<file path="config.mk">
export PLATFORM = sky130hd
export DESIGN_NAME = mcfe_div
export DESIGN_NICKNAME = d
export VERILOG_FILES = /design/src/design/mcfe_pkg.sv /design/src/design/mcfe_div.sv
export SDC_FILE = /design/constraint.sdc
export NUM_CORES = 2
export LEC_CHECK = 0
export BUFFER_PORTS_ARGS = -buffer_cell sky130_fd_sc_hd__buf_4
export CORE_MARGIN = 4
export CORE_UTILIZATION = 35
export CTS_CLUSTER_DIAMETER = 150
export CTS_CLUSTER_SIZE = 12
export DETAILED_ROUTE_END_ITERATION = 8
export GPL_TIMING_DRIVEN = 0
export SYNTH_ARGS = -nofsm -noshare
export SYNTH_HDL_FRONTEND = slang
export SYNTH_SLANG_ARGS = --single-unit
</file>
<file path="constraint.sdc">
create_clock -name clk -period 8.73 [get_ports clk]
set_input_delay 0.873 -clock clk [delete_from_list [all_inputs] [get_ports clk]]
set_output_delay 0.873 -clock clk [all_outputs]
set_load 0.005 [all_outputs]
</file>
<file path="src/design/mcfe_pkg.sv">
// Shared types and constants for the motor command frame encoder.
package mcfe_pkg;

	localparam int ID_W   = 8;
	localparam int POS_W  = 18;
	localparam int SPD_W  = 16;
	localparam int KP_W   = 11;
	localparam int KD_W   = 4;
	localparam int TQ_W   = 14;
	localparam int PPOS_W = 17;
	localparam int PSPD_W = 15;
	localparam int PTQ_W  = 13;
	localparam int CFG_W  = 17;
	localparam int ADDR_W = 2;

	// divider lane geometry: widest lane is position (18b offset * 16b scale)
	localparam int NUM_W  = 34;
	localparam int DEN_W  = 18;
	localparam int QUO_W  = 16;
	localparam int CODE_W = 12;
	localparam int LANES  = 3;

	localparam int KPC_W  = 9;
	localparam int KDC_W  = 3;
	localparam logic [KPC_W-1:0] KP_MAX = KPC_W'(500);
	localparam logic [KDC_W-1:0] KD_MAX = KDC_W'(5);

	// Kp code floor(k * 4095 / 500) = floor(k * 8.19): 8.19 * 2^16 rounded up,
	// exact for k up to 500. Kd code k * 4095 / 5 is exactly k * 819.
	localparam int KPM_W    = 20;
	localparam int KDM_W    = 10;
	localparam int KP_SHIFT = 16;
	localparam logic [KPM_W-1:0] KP_MUL = KPM_W'(536740);
	localparam logic [KDM_W-1:0] KD_MUL = KDM_W'(819);

	localparam logic [7:0] FILL_BYTE = 8'hFF;
	localparam logic [7:0] ON_BYTE   = 8'hFC;
	localparam logic [7:0] OFF_BYTE  = 8'hFD;

	localparam logic [PPOS_W-1:0] PPOS_RST = PPOS_W'(51200);
	localparam logic [PSPD_W-1:0] PSPD_RST = PSPD_W'(12800);
	localparam logic [PTQ_W-1:0]  PTQ_RST  = PTQ_W'(6349);

	// lane order
	localparam int L_POS = 0;
	localparam int L_SPD = 1;
	localparam int L_TQ  = 2;

	typedef enum logic [2:0] {
		OP_FULL   = 3'd0,
		OP_SPEED  = 3'd1,
		OP_TORQUE = 3'd2,
		OP_ON     = 3'd3,
		OP_OFF    = 3'd4
	} op_t;

	typedef enum logic [ADDR_W-1:0] {
		REG_PEAK_POS = 2'd0,
		REG_PEAK_SPD = 2'd1,
		REG_PEAK_TQ  = 2'd2
	} reg_idx_t;

	// per-item control and gain codes that ride alongside the divider lanes
	typedef struct packed {
		logic              fill;
		logic              off;
		logic [ID_W-1:0]   id;
		logic [CODE_W-1:0] kpc;
		logic [CODE_W-1:0] kdc;
	} frame_ctl_t;

	typedef struct packed {
		logic [NUM_W-1:0] num;
		logic [DEN_W-1:0] den;
	} div_req_t;

endpackage

</file>
<file path="src/design/mcfe_div.sv">
// Pipelined restoring divider lane, one quotient bit per stage.
module mcfe_div import mcfe_pkg::*; (
	input  logic             clk,
	input  logic             en,
	input  div_req_t         req,
	output logic [QUO_W-1:0] quo
);

	logic [NUM_W-1:0] rem_s [QUO_W+1];
	logic [DEN_W-1:0] den_s [QUO_W+1];
	logic [QUO_W-1:0] quo_s [QUO_W+1];

	assign rem_s[0] = req.num;
	assign den_s[0] = req.den;
	assign quo_s[0] = '0;

	for (genvar j = 0; j < QUO_W; j++) begin : g_stage
		localparam int BIT = QUO_W - 1 - j;
		logic [NUM_W-1:0] sh;
		logic             ge;
		always_comb begin
			sh = NUM_W'(den_s[j]) << BIT;
			ge = (rem_s[j] >= sh);
		end
		always_ff @(posedge clk) begin
			if (en) begin
				rem_s[j+1] <= ge ? (rem_s[j] - sh) : rem_s[j];
				den_s[j+1] <= den_s[j];
				quo_s[j+1] <= quo_s[j] | (ge ? (QUO_W'(1) << BIT) : '0);
			end
		end
	end

	assign quo = quo_s[QUO_W];

endmodule

</file>
==> results_tabular.tex <==
\begin{tabular}{lr}
\hline
Metric & Value \\
\hline
\multicolumn{2}{l}{\textbf{Worst setup path}} \\
Largest fanout on the critical path & 10 \\
Startpoint of the lowest-slack register-to-register path & rem\_s[283] \\
Crit path DAT & approximately 5.3 ns \\
Worst setup startpoint & rem\_s[283] \\
Highest cell delay on the worst timing path & 1.05 ns \\
Setup crit end kind & register \\
CP Data Required Time & roughly 9 ns \\
Kind of start point of the critical path & register \\
Critical setup path kind & reg -> reg \\
Slowest cell on the critical path & nor4\_1 \\
Sequence of cells on the critical path & ha\_1 > nand4\_1 > nor4\_1 > nand4\_1 > nor4\_1 > nor3\_1 > nand3\_1 > clkbuf\_1 > buf\_1 > a21oi\_1 \\
\multicolumn{2}{l}{\textbf{CTS}} \\
CTS sink count & around 920 \\
Count of hold-fix buffers inserted at cts & 0 \\
Number of post-CTS setup repair buffers & 0 \\
Clock input transition at the sequential cells of the worst setup and hold paths & approximately 0.060 ns \\
Insertion delay of the later-clocked pin in the worst-skew pair & roughly 0.68 ns \\
Number of levels the H-tree was split into & 3 \\
Longest Clk Path Bufs & 3 \\
TritonCTS Buffers & 86 \\
Library cell used as clock root buffer & clkbuf\_16 \\
Number of gates resized after cts & 0 \\
TritonCTS clock tree & done \\
\multicolumn{2}{l}{\textbf{Timing}} \\
Worst Clk Skew & approximately 0.023 ns \\
Final worst hold slack & $\sim$0.38 ns \\
Final Critical Period & 4.88 ns \\
Setup TNS Final & 0 ns \\
Worst-case headroom to the max-slew limit & 7.89\% \\
Final setup viols & 0 \\
Achievable Freq & between 0.2 and 0.25 GHz \\
Final critical-path share of the clock period & 55.9\% \\
RSZ-0062 raised after global routing & no \\
Final Slew Violations & 0 \\
Worst Tran Pin Value & about 1.4 ns \\
Final hold violation count & 0 \\
\multicolumn{2}{l}{\textbf{Global route}} \\
GRT Util Overall & roughly 14\% \\
GRT Residual Overflow & 0 \\
Met3 Usage GRT & a little under 2\% \\
First-pass GRT wire length & $\sim$160000 um \\
Number of global-route vias before repair & 31400 \\
Met2 routing resource usage after global routing & about 28\% \\
Maximum number of pins on one net before global-route repair & 140 \\
Number of antenna violations at the first check in global routing & 1 \\
Routing usage on met1 & between 10\% and 20\% \\
Layer with the highest usage after global routing & met2 \\
\multicolumn{2}{l}{\textbf{Logic synthesis}} \\
Synth Warn \# & 0 \\
Cell taking the most area after synthesis & edfxtp\_1 \\
Dominant cell by count in the synthesized netlist & edfxtp\_1 \\
Share of the synthesized area in the top cell type & between 50 and 60\% \\
Synthesized cell area & between 40000 and 50000 sq um \\
Register area share after synthesis & between 50\% and 60\% \\
Number of synthesized flops with an enable pin & $\sim$920 \\
Post-synth top flop & edfxtp\_1 \\
Leading post-synthesis cells by cell area & edfxtp\_1 (58\%), ha\_1 (7.6\%), o21ai\_0 (3.0\%), xnor2\_1 (3.0\%), inv\_1 (2.9\%) \\
\#FFs+latches synth & between 900 and 1000 \\
Distinct cell type count after synthesis & roughly 90 \\
Total nets after synthesis & roughly 4400 \\
Mean cell area of the mapped netlist & $\sim$12 sq um \\
Gate count after technology mapping & approximately 4000 \\
Share of synthesized flip-flops with an asynchronous set or reset & 0\% \\
Most used standard cells in the synthesized netlist & edfxtp\_1 (916), inv\_1 (371), nand2\_1 (306) \\
\multicolumn{2}{l}{\textbf{Routing}} \\
Post-route antenna net violation count & 0 \\
Count of vias placed by the detailed router & about 30000 \\
Detailed-route DRC error count & 0 \\
Drt first-iter violations & approximately 1300 \\
Routed wire length per instance & $\sim$17 um \\
Routed Wire Length & roughly 100000 um \\
Number of detailed-route iterations in the first pass & 5 \\
Avg Vias per Cell & around 5.0 \\
\multicolumn{2}{l}{\textbf{Die}} \\
Core area & 134000 sq um \\
Total die area & between 100000 and 150000 sq um \\
Initial core utilization & between 30\% and 40\% \\
Die Height & between 300 and 400 um \\
Number of primary I/O pins & 70 \\
Floorplan row count & between 100 and 150 \\
Die Wd & 376 um \\
\multicolumn{2}{l}{\textbf{Placed design}} \\
Half-perimeter wire length of the detailed placement result & roughly 76000 um \\
Count of port buffers added during placement & roughly 70 \\
Placed instance count & a little under 6000 \\
RD Place Congestion & approximately 0.94 \\
\multicolumn{2}{l}{\textbf{Pwr}} \\
Static Leak & roughly 0.020 uW \\
Cell Pwr Density & between 200 and 300 nW/um\^{}2 \\
Peak supply drop & $\sim$0.15 mV \\
\multicolumn{2}{l}{\textbf{Hold path}} \\
Beginning of the worst hold path & req[11] \\
Class of the tightest hold or removal check & in -> reg \\
\multicolumn{2}{l}{\textbf{Layout}} \\
Area overhead of the layout relative to synthesis & 11.0\% \\
Final Net Count & around 4500 \\
Number of standard cells in the layout, taps in and fillers out & slightly below 6000 \\
Share of layout cells above drive strength 1 & under 10\% \\
Number of fill cells in the layout & about 13000 \\
Final core utilization & between 30\% and 40\% \\
Antenna fix cells & 0 \\
\multicolumn{2}{l}{\textbf{Job}} \\
Max-cap violations & 0 \\
\multicolumn{2}{l}{\textbf{Outcome}} \\
Run status & complete, no violations \\
\hline
\end{tabular}
-- layout by cell type, fill, tap and decap left out, types with 55 or more instances in the layout --
cell type / instances
ha_1: 288
edfxtp_1: 916
inv_1: 371
nand2_1: 306
a21o_1: 93
nand3_1: 55
clkbuf_16: 87
a21oi_1: 245
buf_4: 86
o21ai_0: 282
xor2_1: 155
nor2_1: 255
xnor2_1: 160
nor3_1: 87
-- metrics by stage --
stage | setup slack, ns | total power (uW) | instance area, sq um
floorplan | 5.16 | 10700 | 47400
global placement | -1.02 | 12100 | 50200
detailed placement | 3.86 | 12100 | 50400
CTS | 3.88 | 15500 | 52600
global route | 3.71 | 16400 | 52600
finish | 3.85 | 15300 | 52600
-- worst max-delay path, delay by kind of cell (launching register included) --
family,cells,cell delay [ns]
AND/OR/NAND/NOR,6,2.37
buffers and inverters,2,1.24
adder cells (fa/ha/maj),1,0.40
AO/OA/AOI/OAI,1,0.17
flip-flops,1,0.39
-- layout make-up --
cell class                 count  area, sq um  share of cell area [%]
buffer                        81          392                   0.744
clock buffer                  87         2180                    4.14
clock inverter                 7         98.8                   0.188
inverter                     373         1400                    2.66
multi-input combinational   2640        18100                    34.5
sequential                   916        27500                    52.3
tap                         1768         2210                    4.20
timing repair buffer          76          718                    1.36
-- metal layers --
metal / part of all wire [%] / up-vias
met5: 0 / -
met4: 8.2 / 0
li1: - / 15000
met2: 55 / 581
met1: 34 / 14000
met3: 2.6 / 333
-- registers in the layout (all words and copies together) (netlist names) --
register / count
rem_s: 510
quo: 16
quo_s: 120
den_s: 270
-- where the power goes --
part | internal, uW | total, uW | switching, uW
registers | 6120 | 6660 | 541
clock network | 1770 | 3320 | 1550
logic | 2320 | 5360 | 3040
total | 10200 | 15300 | 5130
-- final timing paths --
kind / endpoint / slack, ns / cells past startpoint
max: rem_s[261] / 3.85 / 10
min: den_s[281] / 0.38 / 1
max reg2reg: rem_s[261] / 3.85 / 10
min reg2reg: quo[6] / 0.40 / 0
-- kinds of logic (layout without fill, tap and decap cells) --
family,after synthesis,after routing,share of synthesized area [%]
AOI/OAI and AO/OA,913,913,12.0
muxes,52,52,1.23
and+or+nand+nor,1057,1057,11.0
xor gates and xnor gates,315,315,5.82
buffers and inverters,454,624,3.78
DFF,916,916,58.0
adders and majority gates,303,303,8.23
(Power assumes the default switching activity.)
