File: config.mk
export PLATFORM = sky130hd
export DESIGN_NAME = mcfe_prep
export DESIGN_NICKNAME = d
export VERILOG_FILES = /design/src/design/mcfe_pkg.sv /design/src/design/mcfe_prep.sv
export SDC_FILE = /design/constraint.sdc
export NUM_CORES = 1
export LEC_CHECK = 0
export ABC_CLOCK_PERIOD_IN_PS = 3500
export BUFFER_PORTS_ARGS = -buffer_cell sky130_fd_sc_hd__buf_4
export CORE_MARGIN = 4
export CORE_UTILIZATION = 54
export CTS_BUF_LIST = sky130_fd_sc_hd__clkbuf_2 sky130_fd_sc_hd__clkbuf_4 sky130_fd_sc_hd__clkbuf_8
export DETAILED_ROUTE_END_ITERATION = 8
export HOLD_SLACK_MARGIN = 0.12
export PLACE_DENSITY = 0.79
export SLEW_MARGIN = 30
export SYNTH_ARGS = -nofsm -noshare
export SYNTH_HDL_FRONTEND = slang
export SYNTH_SLANG_ARGS = --single-unit
File: constraint.sdc
create_clock -name clk -period 3.5 [get_ports clk]
set_input_delay 0.35 -clock clk [delete_from_list [all_inputs] [get_ports clk]]
set_output_delay 0.35 -clock clk [all_outputs]
set_load 0.03 [all_outputs]
File: src/design/mcfe_pkg.sv
// Shared types and constants for the motor command frame encoder.
package mcfe_pkg;

	localparam int ID_W   = 8;
	localparam int POS_W  = 18;
	localparam int SPD_W  = 16;
	localparam int KP_W   = 11;
	localparam int KD_W   = 4;
	localparam int TQ_W   = 14;
	localparam int PPOS_W = 17;
	localparam int PSPD_W = 15;
	localparam int PTQ_W  = 13;
	localparam int CFG_W  = 17;
	localparam int ADDR_W = 2;

	// divider lane geometry: widest lane is position (18b offset * 16b scale)
	localparam int NUM_W  = 34;
	localparam int DEN_W  = 18;
	localparam int QUO_W  = 16;
	localparam int CODE_W = 12;
	localparam int LANES  = 3;

	localparam int KPC_W  = 9;
	localparam int KDC_W  = 3;
	localparam logic [KPC_W-1:0] KP_MAX = KPC_W'(500);
	localparam logic [KDC_W-1:0] KD_MAX = KDC_W'(5);

	// Kp code floor(k * 4095 / 500) = floor(k * 8.19): 8.19 * 2^16 rounded up,
	// exact for k up to 500. Kd code k * 4095 / 5 is exactly k * 819.
	localparam int KPM_W    = 20;
	localparam int KDM_W    = 10;
	localparam int KP_SHIFT = 16;
	localparam logic [KPM_W-1:0] KP_MUL = KPM_W'(536740);
	localparam logic [KDM_W-1:0] KD_MUL = KDM_W'(819);

	localparam logic [7:0] FILL_BYTE = 8'hFF;
	localparam logic [7:0] ON_BYTE   = 8'hFC;
	localparam logic [7:0] OFF_BYTE  = 8'hFD;

	localparam logic [PPOS_W-1:0] PPOS_RST = PPOS_W'(51200);
	localparam logic [PSPD_W-1:0] PSPD_RST = PSPD_W'(12800);
	localparam logic [PTQ_W-1:0]  PTQ_RST  = PTQ_W'(6349);

	// lane order
	localparam int L_POS = 0;
	localparam int L_SPD = 1;
	localparam int L_TQ  = 2;

	typedef enum logic [2:0] {
		OP_FULL   = 3'd0,
		OP_SPEED  = 3'd1,
		OP_TORQUE = 3'd2,
		OP_ON     = 3'd3,
		OP_OFF    = 3'd4
	} op_t;

	typedef enum logic [ADDR_W-1:0] {
		REG_PEAK_POS = 2'd0,
		REG_PEAK_SPD = 2'd1,
		REG_PEAK_TQ  = 2'd2
	} reg_idx_t;

	// per-item control and gain codes that ride alongside the divider lanes
	typedef struct packed {
		logic              fill;
		logic              off;
		logic [ID_W-1:0]   id;
		logic [CODE_W-1:0] kpc;
		logic [CODE_W-1:0] kdc;
	} frame_ctl_t;

	typedef struct packed {
		logic [NUM_W-1:0] num;
		logic [DEN_W-1:0] den;
	} div_req_t;

endpackage

File: src/design/mcfe_prep.sv
// Front stages: mode select, clamping, offset and numerator build, gain codes.
module mcfe_prep import mcfe_pkg::*; (
	input  logic                     clk,
	input  logic                     arst_n,
	input  logic                     en,
	input  logic                     in_valid,
	input  logic [2:0]               opcode,
	input  logic [ID_W-1:0]          dest_id,
	input  logic signed [POS_W-1:0]  target_position,
	input  logic signed [SPD_W-1:0]  target_speed,
	input  logic signed [KP_W-1:0]   stiffness_gain,
	input  logic signed [KD_W-1:0]   damping_gain,
	input  logic signed [TQ_W-1:0]   torque_feedforward,
	input  logic [PPOS_W-1:0]        pos_range,
	input  logic [PSPD_W-1:0]        spd_range,
	input  logic [PTQ_W-1:0]         tq_range,
	output logic                     valid_s2,
	output frame_ctl_t               ctl_s2,
	output div_req_t                 req_s2 [LANES]
);

	// clamp v to [-p, p] and return v + p (0..2p)
	function automatic logic [DEN_W-1:0] clamp_ofs(logic signed [DEN_W:0] v,
			logic [PPOS_W-1:0] p);
		logic signed [DEN_W:0] ps;
		logic signed [DEN_W:0] c;
		ps = $signed({2'b00, p});
		if (v > ps)
			c = ps;
		else if (v < -ps)
			c = -ps;
		else
			c = v;
		clamp_ofs = DEN_W'(c + ps);
	endfunction

	logic                     valid_s1;
	logic                     fill_s1, off_s1;
	logic [ID_W-1:0]          id_s1;
	logic [DEN_W-1:0]         ofs_pos_s1, ofs_spd_s1, ofs_tq_s1;
	logic [KPC_W-1:0]         kp_s1;
	logic [KDC_W-1:0]         kd_s1;
	logic                     zpos_s1, zspd_s1, ztq_s1;
	logic [DEN_W-1:0]         dpos_s1, dspd_s1, dtq_s1;

	logic                     op_ok;
	logic                     use_pos, use_spd, use_kt;
	logic signed [DEN_W:0]    pos_x, spd_x, tq_x;
	logic [KPC_W-1:0]         kp_c;
	logic [KDC_W-1:0]         kd_c;

	// stage 1: select per mode and saturate
	always_comb begin
		op_ok   = (opcode <= OP_OFF);
		use_pos = (opcode == OP_FULL);
		use_spd = (opcode == OP_FULL) || (opcode == OP_SPEED);
		use_kt  = (opcode != OP_SPEED);
		pos_x   = use_pos ? (DEN_W+1)'(target_position) : '0;
		spd_x   = use_spd ? (DEN_W+1)'(target_speed) : '0;
		tq_x    = use_kt ? (DEN_W+1)'(torque_feedforward) : '0;
		if (!use_kt || stiffness_gain < 0)
			kp_c = '0;
		else if (stiffness_gain > $signed({2'b00, KP_MAX}))
			kp_c = KP_MAX;
		else
			kp_c = KPC_W'(stiffness_gain);
		if (damping_gain < 0)
			kd_c = '0;
		else if (damping_gain > $signed({1'b0, KD_MAX}))
			kd_c = KD_MAX;
		else
			kd_c = KDC_W'(damping_gain);
	end

	always_ff @(posedge clk or negedge arst_n) begin
		if (!arst_n) begin
			valid_s1 <= 1'b0;
			valid_s2 <= 1'b0;
		end else if (en) begin
			valid_s1 <= in_valid && op_ok;
			valid_s2 <= valid_s1;
		end
	end

	always_ff @(posedge clk) begin
		if (en) begin
			fill_s1     <= (opcode == OP_ON) || (opcode == OP_OFF);
			off_s1      <= (opcode == OP_OFF);
			id_s1       <= dest_id;
			ofs_pos_s1  <= clamp_ofs(pos_x, pos_range);
			ofs_spd_s1  <= clamp_ofs(spd_x, PPOS_W'(spd_range));
			ofs_tq_s1   <= clamp_ofs(tq_x, PPOS_W'(tq_range));
			kp_s1       <= kp_c;
			kd_s1       <= kd_c;
			zpos_s1     <= (pos_range == '0);
			zspd_s1     <= (spd_range == '0);
			ztq_s1      <= (tq_range == '0);
			dpos_s1     <= {pos_range, 1'b0};
			dspd_s1     <= DEN_W'({spd_range, 1'b0});
			dtq_s1      <= DEN_W'({tq_range, 1'b0});
		end
	end

	// stage 2: numerator = offset * (2^b - 1) by shift and subtract
	logic [NUM_W-1:0] np, ns, nt;
	always_comb begin
		np  = (NUM_W'(ofs_pos_s1) << 16) - NUM_W'(ofs_pos_s1);
		ns  = (NUM_W'(ofs_spd_s1) << CODE_W) - NUM_W'(ofs_spd_s1);
		nt  = (NUM_W'(ofs_tq_s1) << CODE_W) - NUM_W'(ofs_tq_s1);
	end

	// stage 2: gain codes by constant multiply
	logic [KPC_W+KPM_W-1:0] kp_prod;
	logic [KDC_W+KDM_W-1:0] kd_prod;
	logic [CODE_W-1:0]      kpc_c, kdc_c;
	always_comb begin
		kp_prod = (KPC_W+KPM_W)'(kp_s1) * (KPC_W+KPM_W)'(KP_MUL);
		kpc_c   = kp_prod[KP_SHIFT +: CODE_W];
		kd_prod = (KDC_W+KDM_W)'(kd_s1) * (KDC_W+KDM_W)'(KD_MUL);
		kdc_c   = kd_prod[CODE_W-1:0];
	end

	always_ff @(posedge clk) begin
		if (en) begin
			ctl_s2 <= {fill_s1, off_s1, id_s1, kpc_c, kdc_c};
			// zero peak gives midscale: numerator is the midscale code over one
			req_s2[L_POS].num <= zpos_s1 ? NUM_W'(16'h7FFF) : np;
			req_s2[L_POS].den <= zpos_s1 ? DEN_W'(1) : dpos_s1;
			req_s2[L_SPD].num <= zspd_s1 ? NUM_W'(12'h7FF) : ns;
			req_s2[L_SPD].den <= zspd_s1 ? DEN_W'(1) : dspd_s1;
			req_s2[L_TQ].num  <= ztq_s1 ? NUM_W'(12'h7FF) : nt;
			req_s2[L_TQ].den  <= ztq_s1 ? DEN_W'(1) : dtq_s1;
		end
	end

endmodule

==> out/results.tsv <==
metric	value	unit
Synth top area share	0.435	
Die Span Y	203	um
clk sinks	300	
Data required, critical path	3.88	ns
#FFs+latches synth	300	
internal power	8.87	mW
skew final	0.0236	ns
gr busiest metal	met2	
Initial DRT Pass Iterations	6	
nets@finish	3148	
Final Hold Vio Count	0	
yosys warns	0	
dpl cell area	26600	um2
Leak	13.5	nW
Routed Antenna Nets	0	
FF-to-FF path depth	13	
WL/cell	20.2	um
Combinational Power Share	0.380	
relative slew slack	0.423	
pwr/cell area	447	nW/um2
floorplan row count	71	
final instance area	30200	um2
most common cell in the netlist	edfxtp_1	
global routing usage on met1	0.344	
I/O Buffers	307	
max-cap viol count	0	
Commonest cells post-synth	edfxtp_1 (298), ha_1 (226), nor2_1 (149)	
final period utilization	1.46	
htree depth	2	
post-layout min period	5.11	ns
failing checks	setup timing	
Worst EP arrival	5.49	ns
final setup vio count	60	
Die W	203	um
Reg power frac	0.363	
clk_lat worst skew	0.64	ns
Max Buffers Root-to-Sink	3	
Post-Syn Area	20600	um2
Critical Path Fanout Max	5	
GPL Wtd Cong	0.934	
Net Sw Frac	0.342	
area delta synth->final	46.7	%
RSZ-0062 raised after global routing	true	
DPL Wire Length	44.7	mm
Netlist cell types	83	
Clk pwr share	0.257	
GRT Overall Usage	0.296	
post-synthesis cell count	1957	
routed vias	19000	
met3 Usage GRT	0.0474	
CTS buffer count	51	
status	complete, but fails checks	
GRT Residual Overflow	0	
worst setup margin	-1.61	ns
WHS Path Cells	2	
largest area contributor in the netlist	edfxtp_1	
die footprint	41300	um2
DRC errors left	0	
DRT iter0 DRCs	1301	
Net Sw Power	4.61	mW
Tightest Hold Check Type	input pin to register	
CTS tree	built	
fin util	0.801	
Slew Viols, Final	0	
largest cells by area after synthesis	edfxtp_1 (43%), ha_1 (14%), xnor2_1 (4.7%), nor2_1 (2.7%), inv_1 (2.7%)	
CP Launch Type	input pin	
clk root buf	clkbuf_8	
Worst-path clk slew	0.06	ns
Setup CP Type	input pin to register	
first-pass GRT wire length	98.7	mm
layout cells sized above 1	0.397	
Primary FF master, synth	edfxtp_1	
sequential-to-total area share from yosys stat	0.437	
Tightest Pin Transition	0.865	ns
WL final	67.5	mm
worst vdd ir	0.000341	V
Post-Syn Area per Cell	10.5	um2
Initial Utilization	0.546	
critical path endpoint category	register	
vias per std cell	5.67	
I/O Pins	314	
EDFF count, synth	298	
fmax	0.196	GHz
initial antenna violation count	5	
vias in the first global route	19100	
GR Layer Usage met2	0.529	
FF-to-FF setup slack	-0.41	ns
largest net degree at the start of global routing	88	
Post-synth ARST share	0.00667	
core area	37700	um2
## layout make-up
| cell class | instances | area [um2] |
|---|---|---|
| multi-input cells | 1444 | 12000 |
| flip-flops and latches | 300 | 9000 |
| fillers | 2181 | 7490 |
| repair buffers | 842 | 6810 |
| clock buffers | 70 | 863 |
| well taps | 511 | 639 |
| inverters | 147 | 574 |
| clock inverters | 25 | 241 |
| diodes | 6 | 15.0 |
## routing by layer
| metal | vias to the layer above | routed length [um] |
|---|---|---|
| li1 | 8757 | - |
| met1 | 8986 | 25000 |
| met2 | 938 | 33600 |
| met3 | 292 | 4590 |
| met4 | 0 | 4200 |
| met5 | - | 0 |
## final timing paths
path / start / end
max reg2reg: kp_s1[7] / ctl_s2[21]
min reg2reg: id_s1[7] / ctl_s2[31]
min in group asynchronous: arst_n / valid_s2
max in group asynchronous: arst_n / valid_s1
min: damping_gain[1] / kd_s1[1]
max: pos_range[3] / ofs_pos_s1[14]
## stage by stage
step / instances / setup TNS (ns) / total power, mW / setup WS, ns / hold slack (ns)
6_report: 3345 / -50.14 / 13.5 / -1.61 / 0.163
5_1_grt: 3343 / -58.33 / 14.1 / -1.79 / 0.144
4_1_cts: 3312 / -39.59 / 13.0 / -1.56 / 0.121
3_5_place_dp: 3111 / -84.79 / 9.22 / -2.32 / 0.133
3_3_place_gp: 3111 / -75.59 / 9.02 / -2.10 / 0.132
2_1_floorplan: 1962 / -59.32 / 7.51 / -1.83 / 0.0544
## cells by family after synthesis
family	Yosys count	synth area share
compound gates	368	0.117
buf+inv	218	0.0466
xor+xnor	160	0.0681
simple gates	641	0.166
fa+ha+maj	241	0.151
flops	300	0.437
mux	28	0.0144
other cells	1	0.000182
## cell usage in the layout (no fill, tap or decap), types with 13 or more instances in the layout
cell and count:
o21a_1 24, or3_1 21, buf_6 51, o21ai_0 53
nor2_2 13, and2_1 35, inv_1 139, nor3_1 38
edfxtp_1 298, nor4_1 13, nand3_1 28, o21ai_2 19
a21oi_2 28, xor2_1 47, dlygate4sd3_1 70, and3_1 17
a21o_1 35, clkbuf_4 16, nor2_1 130, nand4_1 22
o21ai_1 14, ha_4 21, nor2b_1 66, nand2_1 102
nand2b_1 40, xnor2_1 99, ha_1 194, buf_4 711
a21oi_1 57, clkbuf_8 54
## sequential cells by signal, summed over array words and instances, names as in the netlist, 13 cells and up
signal      count
req_s2        144
ofs_spd_s1     18
ctl_s2         30
ofs_pos_s1     18
dpos_s1        17
dtq_s1         13
ofs_tq_s1      18
dspd_s1        15
## power groups by stage
stage	Clock, mW	Combinational, mW	Sequential [mW]
2_1_floorplan	0	2.21	5.30
3_3_place_gp	0	4.10	4.92
3_5_place_dp	0	4.28	4.94
4_1_cts	3.48	4.61	4.87
5_1_grt	3.68	5.47	4.93
6_report	3.46	5.13	4.89
## critical path: stages
cell	delay, ns
buf_6	0.09
or4_4	0.55
nor3_4	0.17
and4_4	0.26
nand3_4	0.09
buf_4	0.16
nor2_1	0.10
xnor2_1	0.09
ha_1	0.30
nand2_1	0.10
nor3_4	0.22
o211ai_1	0.11
a2111o_1	0.41
o211ai_4	0.14
nor2b_4	0.22
mux2i_2	0.08
ha_2	0.20
fa_2	0.40
a21oi_2	0.18
o21ai_2	0.09
or4_4	0.45
nand3_4	0.09
a31oi_4	0.09
buf_6	0.14
a21o_1	0.16
a21oi_2	0.15
xnor2_1	0.08
## what timing repair did
item                       in CTS  in global routing
hold buffers                   70                  0
resized for setup             140                140
pin swaps                     100                 84
setup buffers                  41                 34
hold endpoints to repair       65                  0
setup endpoints to repair      61                 62
cloned                          1                  1
Note: power is estimated with default switching activity, not from simulation.
